**src/hdl/ghlp_pkg.sv**
```systemverilog
`timescale 1ns / 1ps

package ghlp_pkg;

    // Width of the header byte counter.
    localparam int LEN_BITS = 16;

    // Width of the header length limit register.
    localparam int CFG_W = 16;

    // Width in which the byte count and the limit are compared.
    localparam int LIMIT_W = ((LEN_BITS > CFG_W) ? LEN_BITS : CFG_W) + 1;

    // Largest count that the counter itself can represent.
    localparam logic [LIMIT_W-1:0] LEN_MASK = LIMIT_W'({LEN_BITS{1'b1}});

    localparam logic [CFG_W-1:0] MAX_LEN_RESET = CFG_W'(256);

    localparam int SKIP_W = 16;

    localparam logic [7:0] MAGIC_ID1 = 8'h1f;
    localparam logic [7:0] MAGIC_ID2 = 8'h8b;

    localparam logic [7:0] FLG_HCRC    = 8'h02;
    localparam logic [7:0] FLG_EXTRA   = 8'h04;
    localparam logic [7:0] FLG_NAME    = 8'h08;
    localparam logic [7:0] FLG_COMMENT = 8'h10;

    // Bytes after FLG that complete the fixed header (MTIME, XFL, OS).
    localparam logic [SKIP_W-1:0] FIXED_SKIP = SKIP_W'(6);
    localparam logic [SKIP_W-1:0] HCRC_SKIP  = SKIP_W'(2);

    // Length of the fixed part of a member header.
    localparam int FIXED_HDR_LEN = 10;

    typedef enum logic [3:0] {
        PH_MAGIC1   = 4'd0,
        PH_MAGIC2   = 4'd1,
        PH_METHOD   = 4'd2,
        PH_FLAGS    = 4'd3,
        PH_FIXED    = 4'd4,
        PH_XLEN_LO  = 4'd5,
        PH_XLEN_HI  = 4'd6,
        PH_XDATA    = 4'd7,
        PH_NAME     = 4'd8,
        PH_COMMENT  = 4'd9,
        PH_HCRC     = 4'd10,
        PH_DRAIN    = 4'd11,
        PH_COMPLETE = 4'd12
    } t_phase;

    typedef enum logic [1:0] {
        PART_EXTRA   = 2'd0,
        PART_NAME    = 2'd1,
        PART_COMMENT = 2'd2,
        PART_HCRC    = 2'd3
    } t_part;

    typedef enum logic [1:0] {
        ST_OK       = 2'd0,
        ST_NOT_GZIP = 2'd1,
        ST_TRUNC    = 2'd2,
        ST_TOO_LONG = 2'd3
    } t_status;

    typedef struct packed {
        logic [7:0] data_byte;
        logic       end_of_stream;
    } t_in_req;

    typedef struct packed {
        t_status    status;
        logic [15:0] header_length;
        logic [7:0] flag_byte;
        logic [7:0] method_byte;
    } t_out_req;

    // First optional header part present at or after the given part.
    function automatic t_phase next_part(input logic [7:0] flags, input t_part from);
        t_phase ph;
        ph = PH_COMPLETE;
        if (from == PART_EXTRA && (flags & FLG_EXTRA) != 8'h00) begin
            ph = PH_XLEN_LO;
        end else if (from <= PART_NAME && (flags & FLG_NAME) != 8'h00) begin
            ph = PH_NAME;
        end else if (from <= PART_COMMENT && (flags & FLG_COMMENT) != 8'h00) begin
            ph = PH_COMMENT;
        end else if ((flags & FLG_HCRC) != 8'h00) begin
            ph = PH_HCRC;
        end
        return ph;
    endfunction

endpackage

```
**src/hdl/gzip_header_length_parser_unit.sv**
```systemverilog
`timescale 1ns / 1ps
// Channel    Direction  Handshake                    Payload
// ---------  ---------  ---------------------------  ---------------------------------
// in         sink       i_in_valid / o_in_ready      i_in_req  (t_in_req)
// out        source     o_out_valid / i_out_ready    o_out_req (t_out_req)
// cfg        sink       i_cfg_wr_en, no wait         i_cfg_wr_data (header length limit)
//
// One byte is accepted every cycle while o_in_ready is high; the rate is set by the
// single phase register and byte counter, which are updated once per accepted byte.
// A result request reaches o_out_valid through the output register or the skid stage.
// Reset is synchronous and active low; it restores the limit to 256 and rearms the parser.
// o_in_ready falls only when both the output register and the skid stage hold results.

module gzip_header_length_parser_unit
    import ghlp_pkg::*;
(
    input  logic             i_clk,
    input  logic             i_rst_n,
    input  logic             i_cfg_wr_en,
    input  logic [CFG_W-1:0] i_cfg_wr_data,
    input  logic             i_in_valid,
    output logic             o_in_ready,
    input  t_in_req          i_in_req,
    output logic             o_out_valid,
    input  logic             i_out_ready,
    output t_out_req         o_out_req
);

    // Parser state. The flag and method bytes are reported in every result, so they
    // are cleared on reset and on every rearm, like the rest of the state.
    t_phase              r_phase;
    t_phase              n_phase;
    logic [LEN_BITS-1:0] r_offset;
    logic [7:0]          r_flags;
    logic [7:0]          n_flags;
    logic [7:0]          r_method;
    logic [7:0]          n_method;
    logic [SKIP_W-1:0]   r_skip;
    logic [SKIP_W-1:0]   n_skip;
    logic [7:0]          r_xlen_lo;
    logic [7:0]          n_xlen_lo;
    logic [CFG_W-1:0]    r_max_len;

    logic                w_in_acc;
    logic                w_active;
    logic                w_bad_magic;
    logic [7:0]          w_byte;
    logic [SKIP_W-1:0]   w_skip_dec;
    logic [SKIP_W-1:0]   w_xlen;
    logic [LEN_BITS:0]   w_count;
    logic [LIMIT_W-1:0]  w_cfg_limit;
    logic [LIMIT_W-1:0]  w_limit;
    logic                w_over;
    logic                w_done;
    logic                w_has_result;
    t_out_req            w_result;
    logic                w_can_push;

    assign w_in_acc   = i_in_valid && o_in_ready;
    assign o_in_ready = w_can_push;
    assign w_byte     = i_in_req.data_byte;
    assign w_active   = (r_phase < PH_DRAIN);
    assign w_skip_dec = r_skip - SKIP_W'(1);
    assign w_xlen     = {w_byte, r_xlen_lo};

    // The count includes the current byte, so it needs one bit beyond the counter.
    assign w_count     = {1'b0, r_offset} + (LEN_BITS + 1)'(1);
    assign w_cfg_limit = LIMIT_W'(r_max_len);
    assign w_limit     = (w_cfg_limit < LEN_MASK) ? w_cfg_limit : LEN_MASK;
    assign w_over      = LIMIT_W'(w_count) > w_limit;

    // Next phase. The optional parts follow in the standard order: extra field, name,
    // comment, then the header CRC.
    always_comb begin
        n_phase     = r_phase;
        w_bad_magic = 1'b0;
        unique case (r_phase)
            PH_MAGIC1: begin
                if (w_byte != MAGIC_ID1) begin
                    w_bad_magic = 1'b1;
                end else begin
                    n_phase = PH_MAGIC2;
                end
            end
            PH_MAGIC2: begin
                if (w_byte != MAGIC_ID2) begin
                    w_bad_magic = 1'b1;
                end else begin
                    n_phase = PH_METHOD;
                end
            end
            PH_METHOD: begin
                n_phase = PH_FLAGS;
            end
            PH_FLAGS: begin
                n_phase = PH_FIXED;
            end
            PH_FIXED: begin
                if (w_skip_dec == '0) begin
                    n_phase = next_part(r_flags, PART_EXTRA);
                end
            end
            PH_XLEN_LO: begin
                n_phase = PH_XLEN_HI;
            end
            PH_XLEN_HI: begin
                n_phase = (w_xlen == '0) ? next_part(r_flags, PART_NAME) : PH_XDATA;
            end
            PH_XDATA: begin
                if (w_skip_dec == '0) begin
                    n_phase = next_part(r_flags, PART_NAME);
                end
            end
            PH_NAME: begin
                if (w_byte == 8'h00) begin
                    n_phase = next_part(r_flags, PART_COMMENT);
                end
            end
            PH_COMMENT: begin
                if (w_byte == 8'h00) begin
                    n_phase = next_part(r_flags, PART_HCRC);
                end
            end
            PH_HCRC: begin
                if (w_skip_dec == '0) begin
                    n_phase = PH_COMPLETE;
                end
            end
            default: begin
                // Drain, complete and unused codes take no part in parsing.
            end
        endcase
    end

    // Captured bytes and the skip counter.
    always_comb begin
        n_method  = (r_phase == PH_METHOD) ? w_byte : r_method;
        n_flags   = (r_phase == PH_FLAGS) ? w_byte : r_flags;
        n_xlen_lo = (r_phase == PH_XLEN_LO) ? w_byte : r_xlen_lo;
        priority if (n_phase == PH_HCRC && r_phase != PH_HCRC) begin
            n_skip = HCRC_SKIP;
        end else if (r_phase == PH_FLAGS) begin
            n_skip = FIXED_SKIP;
        end else if (r_phase == PH_XLEN_HI) begin
            n_skip = w_xlen;
        end else if (r_phase == PH_FIXED || r_phase == PH_XDATA || r_phase == PH_HCRC) begin
            n_skip = w_skip_dec;
        end else begin
            n_skip = r_skip;
        end
    end

    // Result. A bad magic byte beats the length check; the length check beats a
    // finished header; an end of stream with nothing else to say means truncation.
    always_comb begin
        w_done       = !w_bad_magic && (n_phase == PH_COMPLETE);
        w_has_result = w_active &&
                       (w_bad_magic || w_over || w_done || i_in_req.end_of_stream);
        priority if (w_bad_magic) begin
            w_result.status = ST_NOT_GZIP;
        end else if (w_over) begin
            w_result.status = ST_TOO_LONG;
        end else if (w_done) begin
            w_result.status = ST_OK;
        end else begin
            w_result.status = ST_TRUNC;
        end
        w_result.header_length = (w_done && !w_over) ? 16'(w_count) : 16'h0000;
        w_result.flag_byte     = n_flags;
        w_result.method_byte   = n_method;
    end

    always_ff @(posedge i_clk) begin
        if (!i_rst_n) begin
            r_phase   <= PH_MAGIC1;
            r_offset  <= '0;
            r_flags   <= '0;
            r_method  <= '0;
            r_skip    <= '0;
            r_xlen_lo <= '0;
            r_max_len <= MAX_LEN_RESET;
        end else begin
            if (i_cfg_wr_en) begin
                r_max_len <= i_cfg_wr_data;
            end
            if (w_in_acc) begin
                if (i_in_req.end_of_stream) begin
                    // Last byte of the file: rearm for the next member.
                    r_phase   <= PH_MAGIC1;
                    r_offset  <= '0;
                    r_flags   <= '0;
                    r_method  <= '0;
                    r_skip    <= '0;
                    r_xlen_lo <= '0;
                end else begin
                    r_phase   <= (w_has_result || !w_active) ? PH_DRAIN : n_phase;
                    r_flags   <= n_flags;
                    r_method  <= n_method;
                    r_skip    <= n_skip;
                    r_xlen_lo <= n_xlen_lo;
                    if (w_active) begin
                        r_offset <= LEN_BITS'(w_count);
                    end
                end
            end
        end
    end

    // Output register with a skid stage, so that bytes keep flowing while one
    // result waits.
    ghlp_out_buf u_out_buf (
        .i_clk       (i_clk),
        .i_rst_n     (i_rst_n),
        .i_push      (w_in_acc && w_has_result),
        .i_push_req  (w_result),
        .o_can_push  (w_can_push),
        .o_out_valid (o_out_valid),
        .i_out_ready (i_out_ready),
        .o_out_req   (o_out_req)
    );

`ifndef SYNTHESIS
    // A header reported as good is never shorter than the fixed header.
    assert property (@(posedge i_clk) disable iff (!i_rst_n)
        (o_out_valid && o_out_req.status == ST_OK) |->
            (o_out_req.header_length >= 16'(FIXED_HDR_LEN)))
        else $error("good header shorter than the fixed header");

    // The last byte of a file always rearms the parser.
    assert property (@(posedge i_clk) disable iff (!i_rst_n)
        (w_in_acc && i_in_req.end_of_stream) |=>
            (r_phase == PH_MAGIC1 && r_offset == '0))
        else $error("parser not rearmed after end of stream");

    // Once a result has been given, the rest of the file is drained.
    assert property (@(posedge i_clk) disable iff (!i_rst_n)
        (w_in_acc && w_has_result && !i_in_req.end_of_stream) |=> (r_phase == PH_DRAIN))
        else $error("parser still active after its result");

    // A magic mismatch can only be found while the magic bytes are expected.
    assert property (@(posedge i_clk) disable iff (!i_rst_n)
        (w_in_acc && w_has_result && w_result.status == ST_NOT_GZIP) |->
            (r_phase == PH_MAGIC1 || r_phase == PH_MAGIC2))
        else $error("not-gzip status outside the magic bytes");
`endif

endmodule

```
**src/hdl/ghlp_out_buf.sv**
```systemverilog
`timescale 1ns / 1ps

module ghlp_out_buf
    import ghlp_pkg::*;
(
    input  logic     i_clk,
    input  logic     i_rst_n,
    input  logic     i_push,
    input  t_out_req i_push_req,
    output logic     o_can_push,
    output logic     o_out_valid,
    input  logic     i_out_ready,
    output t_out_req o_out_req
);

    logic     r_main_valid;
    logic     r_skid_valid;
    t_out_req r_main_req;
    t_out_req r_skid_req;
    logic     w_pop;

    assign w_pop       = r_main_valid && i_out_ready;
    assign o_can_push  = !r_skid_valid;
    assign o_out_valid = r_main_valid;
    assign o_out_req   = r_main_req;

    always_ff @(posedge i_clk) begin
        if (!i_rst_n) begin
            r_main_valid <= 1'b0;
            r_skid_valid <= 1'b0;
        end else if (r_skid_valid) begin
            if (w_pop) begin
                r_skid_valid <= 1'b0;
            end
        end else if (i_push) begin
            if (!r_main_valid || w_pop) begin
                r_main_valid <= 1'b1;
            end else begin
                r_skid_valid <= 1'b1;
            end
        end else if (w_pop) begin
            r_main_valid <= 1'b0;
        end
    end

    always_ff @(posedge i_clk) begin
        if (r_skid_valid) begin
            if (w_pop) begin
                r_main_req <= r_skid_req;
            end
        end else if (i_push) begin
            if (!r_main_valid || w_pop) begin
                r_main_req <= i_push_req;
            end else begin
                r_skid_req <= i_push_req;
            end
        end
    end

endmodule

```
**config.mk**
```make
export PLATFORM = sky130hd
export DESIGN_NAME = gzip_header_length_parser_unit
export DESIGN_NICKNAME = d
export VERILOG_FILES = /design/src/hdl/ghlp_pkg.sv /design/src/hdl/gzip_header_length_parser_unit.sv /design/src/hdl/ghlp_out_buf.sv
export SDC_FILE = /design/constraint.sdc
export NUM_CORES = 1
export LEC_CHECK = 0
export BUFFER_PORTS_ARGS = -buffer_cell sky130_fd_sc_hd__buf_2
export CAP_MARGIN = 20
export CORE_UTILIZATION = 55
export CTS_CLUSTER_DIAMETER = 200
export CTS_CLUSTER_SIZE = 16
export DETAILED_ROUTE_END_ITERATION = 7
export HOLD_SLACK_MARGIN = 0.02
export PLACE_DENSITY = 0.72
export SKIP_CTS_REPAIR_TIMING = 1
export SLEW_MARGIN = 20
export SYNTH_ARGS = -nofsm -noshare
export SYNTH_HDL_FRONTEND = slang
export SYNTH_HIERARCHICAL = 1
export SYNTH_SLANG_ARGS = --single-unit
export TNS_END_PERCENT = 5
```
**constraint.sdc**
```tcl
create_clock -name i_clk -period 7.9 [get_ports i_clk]
set_clock_uncertainty 0.1 [all_clocks]
set_input_delay 1.975 -clock i_clk [delete_from_list [all_inputs] [get_ports i_clk]]
set_output_delay 1.975 -clock i_clk [all_outputs]
set_load 0.02 [all_outputs]
```
== Yosys cells after proc, flatten, opt, wreduce, memory -nomap -nowiden ==
Cells that the tools add are included.
Operators by class
  bitwise logic cells: 2
  div/mod/pow operators: 0
  muxes and demuxes: 47
  equal/unequal tests: 17
  multiply operators: 0
  reductions and logical operators: 35
  magnitude comparators: 3
  shift-type cells: 0
  $add $sub $neg: 2
Operators by type and width (count)
  $mux 16: 9
  $mux 34: 4
  $mux 8: 6
  $mux 4: 11
  $pmux 4 s11: 1
  $logic_not 16->1: 2
  $eq 4x4->1 const B: 5
  $add 16x1->17 const B: 1
  $gt 17x16->1: 1
  $eq 4x3->1 const B: 4
  $lt 16x16->1 const B: 1
  $sub 16x1->16 const B: 1
  $reduce_bool 2->1: 5
  $mux 1: 9
  $mux 3: 3
  $reduce_and 3->1: 3
  $eq 4x2->1 const B: 2
  $logic_not 8->1: 1
  $ne 8x5->1 const B: 1
  $ne 8x8->1 const B: 1
  $logic_and 1x1->1: 7
  $logic_or 1x1->1: 7
  $mux 2: 3
  $reduce_and 2->1: 3
  other kinds (9): 15
Word-level totals
  bits of input ports: 30
  memories: 0
  bits in read-only memories: 0
  bits in latches: 0
  memory bits (writable): 0
  word-level logic and storage cells: 123
  output and inout port bits: 36
  register bits after elaboration: 146

== Logic depth before layout (Yosys ltp) ==
Gate-level depths: netlist of the first run.
  word-level depth: 14
  mapped depth: 18
  depth with buffers taken out: 18

== By module ==
Netlist of the first run, hierarchy kept.
Modules (own cells, without submodules)
  gzip_header_length_parser_unit: seq. area each 1521.5 um2, area an instance 5372.7 um2, cells each 665, times used 1
  ghlp_out_buf: seq. area each 2082.0 um2, area an instance 2567.5 um2, cells each 120, times used 1

== Worst setup path before layout of the first run ==
Ideal clock, no wire load.
  path kind: input -> register
  from: in i_in_req[8] (netlist name)
  to: reg u_out_buf.r_main_req (netlist bit u_out_buf/o_out_req[0]), enable pin
  path buffers: 1
  setup time: 0.437 ns
  data arrival time: 5.873 ns
  setup slack: 1.491 ns
  cell stages on the path: 11
  required time: 7.363 ns
  cell sequence: clkbuf_1 -> or4_1 -> o31a_1 -> o32ai_1 -> o211ai_1 -> o21ai_0 -> and2_1 -> a31oi_1 -> a21oi_1 -> mux2i_1 -> a21oi_1
Between the ends
  word-level cells in the longest chain between the ends: 11
  elaborated cells between the ends (all ways): 23
  those cells by class: eq/ne: 3; mux: 9; reduce/logical: 11
RTL lines
  start, declared: RTL line gzip_header_length_parser_unit.sv:23  | input t_in_req i_in_req,
  $logic_not 16->1, or another cell as far along: RTL line gzip_header_length_parser_unit.sv:107  | n_phase = (w_xlen == '0) ? next_part(r_flags, PART_NAME) : PH_XDATA;
  $mux 4, or another cell as far along: RTL line gzip_header_length_parser_unit.sv:107
  $pmux 4 s11 or $pmux 1 s2 (tied branches): RTL line gzip_header_length_parser_unit.sv:77  | unique case (r_phase)
  $eq 4x4->1 or $logic_not 1->1 (tied branches): RTL line gzip_header_length_parser_unit.sv:156  | w_done = !w_bad_magic && (n_phase == PH_COMPLETE);
  $logic_and 1x1->1: RTL line gzip_header_length_parser_unit.sv:156
  $logic_or 1x1->1 * (2 in a row): RTL line gzip_header_length_parser_unit.sv:158  | (w_bad_magic || w_over || w_done || i_in_req.end_of_stream);
  $logic_and 1x1->1 *: RTL line gzip_header_length_parser_unit.sv:157  | w_has_result = w_active &&
  $logic_and 1x1->1 *: RTL line gzip_header_length_parser_unit.sv:214  | .i_push (w_in_acc && w_has_result),
  $reduce_bool 2->1 (no source line) *
  $reduce_and 3->1 (no source line) *
  end signal, assigned: RTL line ghlp_out_buf.sv:49  | r_main_req <= r_skid_req;
  end signal, assigned: RTL line ghlp_out_buf.sv:53  | r_main_req <= i_push_req;
  end, declared: RTL line ghlp_out_buf.sv:18  | t_out_req r_main_req;
Every way passes the cells marked *; elsewhere a longest branch is shown, timed or not.
A chain may end at the register's enable or synchronous reset.

== Worst setup path in the final report of the first run ==
  from: in i_in_req[7] (netlist name)
  to: reg u_out_buf/r_skid_req[27] (netlist name), enable pin
Between the ends
  word-level cells in the longest chain between the ends: 10
  elaborated cells between the ends (all ways): 22
  those cells by class: eq/ne: 3; mux: 9; reduce/logical: 10
RTL lines
  $logic_not 16->1, or another cell as far along: RTL line gzip_header_length_parser_unit.sv:107
  $mux 4, or another cell as far along: RTL line gzip_header_length_parser_unit.sv:107
  $pmux 4 s11 or $pmux 1 s2 (tied branches): RTL line gzip_header_length_parser_unit.sv:77
  $eq 4x4->1 or $logic_not 1->1 (tied branches): RTL line gzip_header_length_parser_unit.sv:156
  $logic_and 1x1->1: RTL line gzip_header_length_parser_unit.sv:156
  $logic_or 1x1->1 * (2 in a row): RTL line gzip_header_length_parser_unit.sv:158
  $logic_and 1x1->1 *: RTL line gzip_header_length_parser_unit.sv:157
  $logic_and 1x1->1 *: RTL line gzip_header_length_parser_unit.sv:214
  $reduce_and 3->1 (no source line) *
  end signal, assigned: RTL line ghlp_out_buf.sv:55  | r_skid_req <= i_push_req;
  end, declared: RTL line ghlp_out_buf.sv:19  | t_out_req r_skid_req;
Marked as above.

==> results.sh, run 1 <==
export IMPL_critPathArrivalTime_ps=5580
export IMPL_critPathMaxFanout=18
export IMPL_die_w_um=122
export IMPL_clock_latency_ps=430
export IMPL_clockRootBuffer="clkbuf_16"
export IMPL_fillers=1171
export IMPL_cp_cell_sequence="buf_2 > or4_1 > o31a_1 > o32ai_1 > o211ai_1 > o21ai_0 > and2_1 > a31oi_1 > a21oi_1 > and4_1 > buf_4"
export IMPL_maxSlewViolCount=0
export IMPL_finalCritPeriodShare=0.706
export IMPL_max_freq_mhz=179
export IMPL_grt_overflow_total=0
export IMPL_critPathBufInv=2
export IMPL_p_comb_frac=0.149
export IMPL_syn_to_final_growth_pct=13.1
export IMPL_cts_made_buffers=17
export IMPL_synth_ff_type="dfxtp_1"
export IMPL_dieArea_mm2=0.0149
export IMPL_synth_most_common_cell="dfxtp_1"
export IMPL_grt_pass1_vias=5803
export IMPL_endpoint_kind="flop"
export IMPL_pin_count=66
export IMPL_gp_congestion=0.936
export IMPL_syn_area_mm2=0.00794
export IMPL_clkTransAtPathRegs_ps=60
export IMPL_power_density_mw_per_mm2=219
export IMPL_instances_no_fill=1023
export IMPL_critPathLaunchType="input pin"
export IMPL_yosysTopAreaCell="edfxtp_1"
export IMPL_cts_tree="done"
export IMPL_ant_nets=0
export IMPL_rsz0062_at_grt="false"
export IMPL_max_stage_delay_ps=740
export IMPL_synth_edf_count=68
export IMPL_syn_area_per_cell_um2=10.1
export IMPL_cp_slowest_cell="and4_1"
export IMPL_dp_hpwl_um=13000
export IMPL_finalSetupViolCount=0
export IMPL_reg2reg_slack_ps=2370
export IMPL_rr_worst_depth=18
export IMPL_worstMarginPinSlew_ps=1030
export IMPL_seq_area_frac_synth=0.454
export IMPL_routed_via_density=5.98
export IMPL_final_hold_violation_count=0
export IMPL_switching_power_mw=0.540
export IMPL_track_usage=0.259
export IMPL_n_antenna_cell=0
export IMPL_timing_final_crit_period_ps=5580
export IMPL_max_vdd_ir_drop_mv=0.133
export IMPL_min_path_type="reg2reg"
export IMPL_port_buffers=65
export IMPL_switching_share=0.274
export IMPL_drt_iter0_markers=538
export IMPL_seq_power_share=0.439
export IMPL_p_leak_nw=3.37
export IMPL_drive_gt1_frac=0.211
export IMPL_start_util=0.568
export IMPL_maxCapViolCount=0
export IMPL_synth_cell_types=72
export IMPL_grt_max_degree=85
export IMPL_async_flop_share=0
export IMPL_yosys_top_cells_area="edfxtp_1 26%, dfxtp_1 20%, mux2_2 7.2%"
export IMPL_syn_num_nets=834
export IMPL_tns_ps=0
export IMPL_crit_cells=11
export IMPL_clockBufferDepth=2
export IMPL_placed_cells=990
export IMPL_ys_seq_elements=146
export IMPL_grt_pass1_wl_um=30100
export IMPL_die_h_um=122
export IMPL_wl_per_cell_um=18.1
export IMPL_hold_path_depth=2
export IMPL_p_clk_frac=0.412
export IMPL_totalWireLength_um=18500
export IMPL_p_int_mw=1.43
export IMPL_worst_slack_ps=2320
export IMPL_core_area_mm2=0.0140
export IMPL_synth_top_area_frac=0.257
export IMPL_synthCells=785
export IMPL_ys_warn_count=6
export IMPL_crit_family="simple AND/OR/NAND/NOR gates"
export IMPL_antenna_found_initial=0
export IMPL_outcome="complete, no violations"
export IMPL_fin_nets=879
export IMPL_post_place_ws_ps=1950
export IMPL_clock_sinks=146
export IMPL_path_class="in2reg"
export IMPL_cts_max_level=4
export IMPL_std_cell_rows=43
export IMPL_required_ps=7910
export IMPL_relSlewSlack=0.312
export IMPL_drtPass1Iterations=5
export IMPL_route_vias_total=6117
export IMPL_synthTopCellsByCount="78 x dfxtp_1, 68 x edfxtp_1, 66 x nor2b_1, 61 x nand2_1, 51 x mux2_2"
export IMPL_drc=0
kinds of logic after synthesis:
kind of cell	share of synthesized area
simple gates	0.205
flops	0.454
compound gates	0.129
mux	0.111
buf+inv	0.0402
xor+xnor	0.0309
fa+ha+maj	0.0299
worst paths after layout:
kind	startpoint	to
max	i_in_req[7]	u_out_buf/r_skid_req[27]
min	r_skip[12]	r_skip[12]
max reg2reg	r_offset[0]	u_out_buf/r_skid_req[27]
min reg2reg	r_skip[12]	r_skip[12]
routing by layer:
layer	global-route usage	vias up	share of wire
met2	0.399	169	0.45
met3	0.0449	18	0.047
met5	0	-	0
met1	0.370	2956	0.49
li1	-	2974	-
met4	0.0816	0	0.012
registers in the layout, indices dropped and copies added (netlist names):
name	flops
u_out_buf/o_out_req	34
u_out_buf/r_skid_req	34
r_max_len	16
r_offset	16
r_skip	16
r_flags	8
r_method	8
r_xlen_lo	8
r_phase	4
u_out_buf/o_out_valid	1
u_out_buf/r_skid_valid	1
worst register-to-register path, cell delays in order, from the launching register on:
cell     delay (ps)
dfxtp_1         460
ha_1            290
and3_1          220
nand3_1         160
inv_1           130
and4_1          240
nand2_1          80
xnor2_1         350
ha_1            320
nand4_1         120
nor4_1           60
nand3_1          80
o21ai_0         110
or4b_2          670
nand4_1         230
a31oi_1         120
a21oi_1         330
and4_1          740
buf_4           400
placed cells by master (no fill, tap or decap), drive strengths merged, types with 16 or more instances in the layout:
cell and instances:
mux2i 31, xnor2 16, edfxtp 68, nor2b 66, o21ai 42, nand4 24
dfxtp 78, nand2 61, clkbuf 17, nor2 37, nor3 16, a21oi 16
inv 33, ha 19, a22oi 32, buf 73, mux2 51
power by group through the flow:
stage	registers [mW]	clock network, mW	logic, mW
3_5_place_dp	0.881	0	0.285
3_3_place_gp	0.879	0	0.279
6_report	0.865	0.811	0.293
2_1_floorplan	0.901	0	0.189
5_1_grt	0.870	0.850	0.323
4_1_cts	0.865	0.818	0.287
through the flow:
step           utilization  power, mW  hold WS [ps]  area (um2)
5_1_grt              0.642       2.04           412        8980
3_5_place_dp         0.596       1.17           379        8340
3_3_place_gp         0.596       1.16           371        8340
6_report             0.642       1.97           391        8980
2_1_floorplan            -       1.09           354        7940
4_1_cts              0.639       1.97           392        8930
final cells by class:
class / count / area [um2] / share of cell area
timing repair buffer: 73 / 405 / 0.0452
inverter: 27 / 101 / 0.0113
clock inverter: 15 / 170 / 0.0190
tap: 180 / 225 / 0.0251
multi-input combinational: 565 / 4050 / 0.451
sequential: 146 / 3600 / 0.401
clock buffer: 17 / 425 / 0.0474
(Power assumes the default switching activity.)
==> run 2: changes to the inputs <==
- PLACE_DENSITY: 0.72 -> 0.75
- clock period: 7.9 -> 4.8 ns (I/O delays scaled with it)
==> results.sh, run 2 (synthesis results as in run 1) <==
export IMPL_core_area_mm2=0.0140
export IMPL_cp_slowest_cell="or4b_2"
export IMPL_switching_power_mw=0.868
export IMPL_clkTransAtPathRegs_ps=60
export IMPL_timing_rr_start="r_offset[0]"
export IMPL_finalCritPeriodShare=0.934
export IMPL_drc=0
export IMPL_p_leak_nw=3.41
export IMPL_pin_count=66
export IMPL_syn_to_final_growth_pct=13.6
export IMPL_max_freq_mhz=223
export IMPL_start_util=0.568
export IMPL_critPathMaxFanout=34
export IMPL_cts_made_buffers=17
export IMPL_max_vdd_ir_drop_mv=0.245
export IMPL_p_int_mw=2.34
export IMPL_met3_usage=0.0510
export IMPL_antenna_found_initial=0
export IMPL_port_buffers=65
export IMPL_finalSetupViolCount=0
export IMPL_cts_tree="done"
export IMPL_timing_final_crit_period_ps=4480
export IMPL_clockRootBuffer="clkbuf_16"
export IMPL_die_w_um=122
export IMPL_outcome="complete, no violations"
export IMPL_grt_overflow_total=0
export IMPL_dieArea_mm2=0.0149
export IMPL_crit_cells=19
export IMPL_drt_iter0_markers=629
export IMPL_critPathLaunchType="flop"
export IMPL_grt_pass1_wl_um=29000
export IMPL_power_density_mw_per_mm2=356
export IMPL_ant_nets=0
export IMPL_track_usage=0.252
export IMPL_maxCapViolCount=0
export IMPL_route_vias_total=6189
export IMPL_critPathArrivalTime_ps=4500
export IMPL_std_cell_rows=43
export IMPL_crit_family="simple AND/OR/NAND/NOR gates"
export IMPL_worstMarginPinSlew_ps=1040
export IMPL_most_common_layout_cells="77 x dfxtp_1, 68 x edfxtp_1, 66 x nor2b_1, 65 x buf_2, 61 x nand2_1"
export IMPL_p_clk_frac=0.407
export IMPL_routed_via_density=6.01
export IMPL_stdcell_area_mm2=0.00902
export IMPL_wl_per_cell_um=17.6
export IMPL_cp_cell_sequence="ha_1 > and3_1 > nand3_1 > inv_1 > and4_1 > nand4_1 > xnor2_2 > ha_1 > nand2_1 > nor4_1 > nand3_1 > o21ai_0 > or4b_2 > nand4_1 > a31oi_1 > a21oi_2 > mux2i_1 > a21oi_4 > buf_12"
export IMPL_worst_slack_ps=319
export IMPL_clockBufferDepth=2
export IMPL_grtUsageMet2=0.382
export IMPL_seq_power_share=0.444
export IMPL_final_common_cell="dfxtp_1"
export IMPL_grtUsageMet1=0.357
export IMPL_endpoint_kind="flop"
export IMPL_max_stage_delay_ps=660
export IMPL_final_hold_violation_count=0
export IMPL_placed_cells=996
export IMPL_cts_max_level=4
export IMPL_fin_nets=885
export IMPL_drive_gt1_frac=0.218
export IMPL_reg2reg_slack_ps=320
export IMPL_die_h_um=122
export IMPL_switching_share=0.270
export IMPL_crit_start="r_offset[0]"
export IMPL_required_ps=4820
export IMPL_grt_max_degree=84
export IMPL_reg2reg_to="u_out_buf/o_out_req[8]"
export IMPL_clock_sinks=146
export IMPL_p_total_mw=3.21
export IMPL_totalWireLength_um=18100
export IMPL_fin_util=0.645
export IMPL_cp_endpoint="u_out_buf/o_out_req[8]"
export IMPL_placed_area_mm2=0.00839
export IMPL_instances_no_fill=1029
export IMPL_post_place_ws_ps=214
export IMPL_drtPass1Iterations=5
export IMPL_maxSlewViolCount=0
export IMPL_critPathBufInv=2
export IMPL_relSlewSlack=0.309
export IMPL_gp_congestion=0.942
export IMPL_top_usage_layer="met2"
export IMPL_min_path_type="reg2reg"
export IMPL_grt_pass1_vias=5726
export IMPL_rr_worst_depth=19
export IMPL_path_class="reg2reg"
export IMPL_clock_latency_ps=420
export IMPL_p_comb_frac=0.150
export IMPL_dp_hpwl_um=12600
export IMPL_n_antenna_cell=0
[run 2: worst register-to-register path, stage by stage, from the launching register on]
cell     delay [ps]
dfxtp_2         390
ha_1            230
and3_1          210
nand3_1         180
inv_1           140
and4_1          260
nand4_1         170
xnor2_2         190
ha_1            320
nand2_1          80
nor4_1           50
nand3_1          70
o21ai_0         100
or4b_2          660
nand4_1         150
a31oi_1         100
a21oi_2         250
mux2i_1         150
a21oi_4         170
buf_12          220
[run 2: per-layer routing]
layer	wire length, um	up-vias
met5	0	-
met4	246	0
met3	1220	21
met2	8160	238
met1	8480	2942
li1	-	2988
[run 2: worst min-delay path by stage]
stage                  from           end  slack, ps  cells after the start
2_1_floorplan    r_skip[12]    r_skip[12]        350                      2
3_3_place_gp   r_max_len[8]  r_max_len[8]        370                      2
3_5_place_dp   r_max_len[8]  r_max_len[8]        380                      2
4_1_cts        r_max_len[8]  r_max_len[8]        390                      2
5_1_grt        r_max_len[8]  r_max_len[8]        410                      2
6_report       r_max_len[8]  r_max_len[8]        390                      2
[run 2: through the flow]
step           hold WS, ps  setup TNS, ps
2_1_floorplan          354              0
3_3_place_gp           375              0
3_5_place_dp           383              0
4_1_cts                395              0
5_1_grt                410           -658
6_report               392              0
[run 2: power groups by stage]
stage | combinational [mW] | sequential (mW) | clock, mW
after floorplan | 0.313 | 1.48 | 0
after global placement | 0.461 | 1.45 | 0
after detailed placement | 0.473 | 1.45 | 0
after CTS | 0.477 | 1.42 | 1.32
after global routing | 0.526 | 1.43 | 1.37
final | 0.481 | 1.42 | 1.31
[run 2: area by class of cell]
cell class | instances | area [um2]
timing repair buffer | 79 | 443
inverter | 27 | 101
fill | 1111 | 4970
clock buffer | 17 | 425
sequential | 146 | 3600
clock inverter | 15 | 158
tap | 180 | 225
multi-input combinational | 565 | 4060
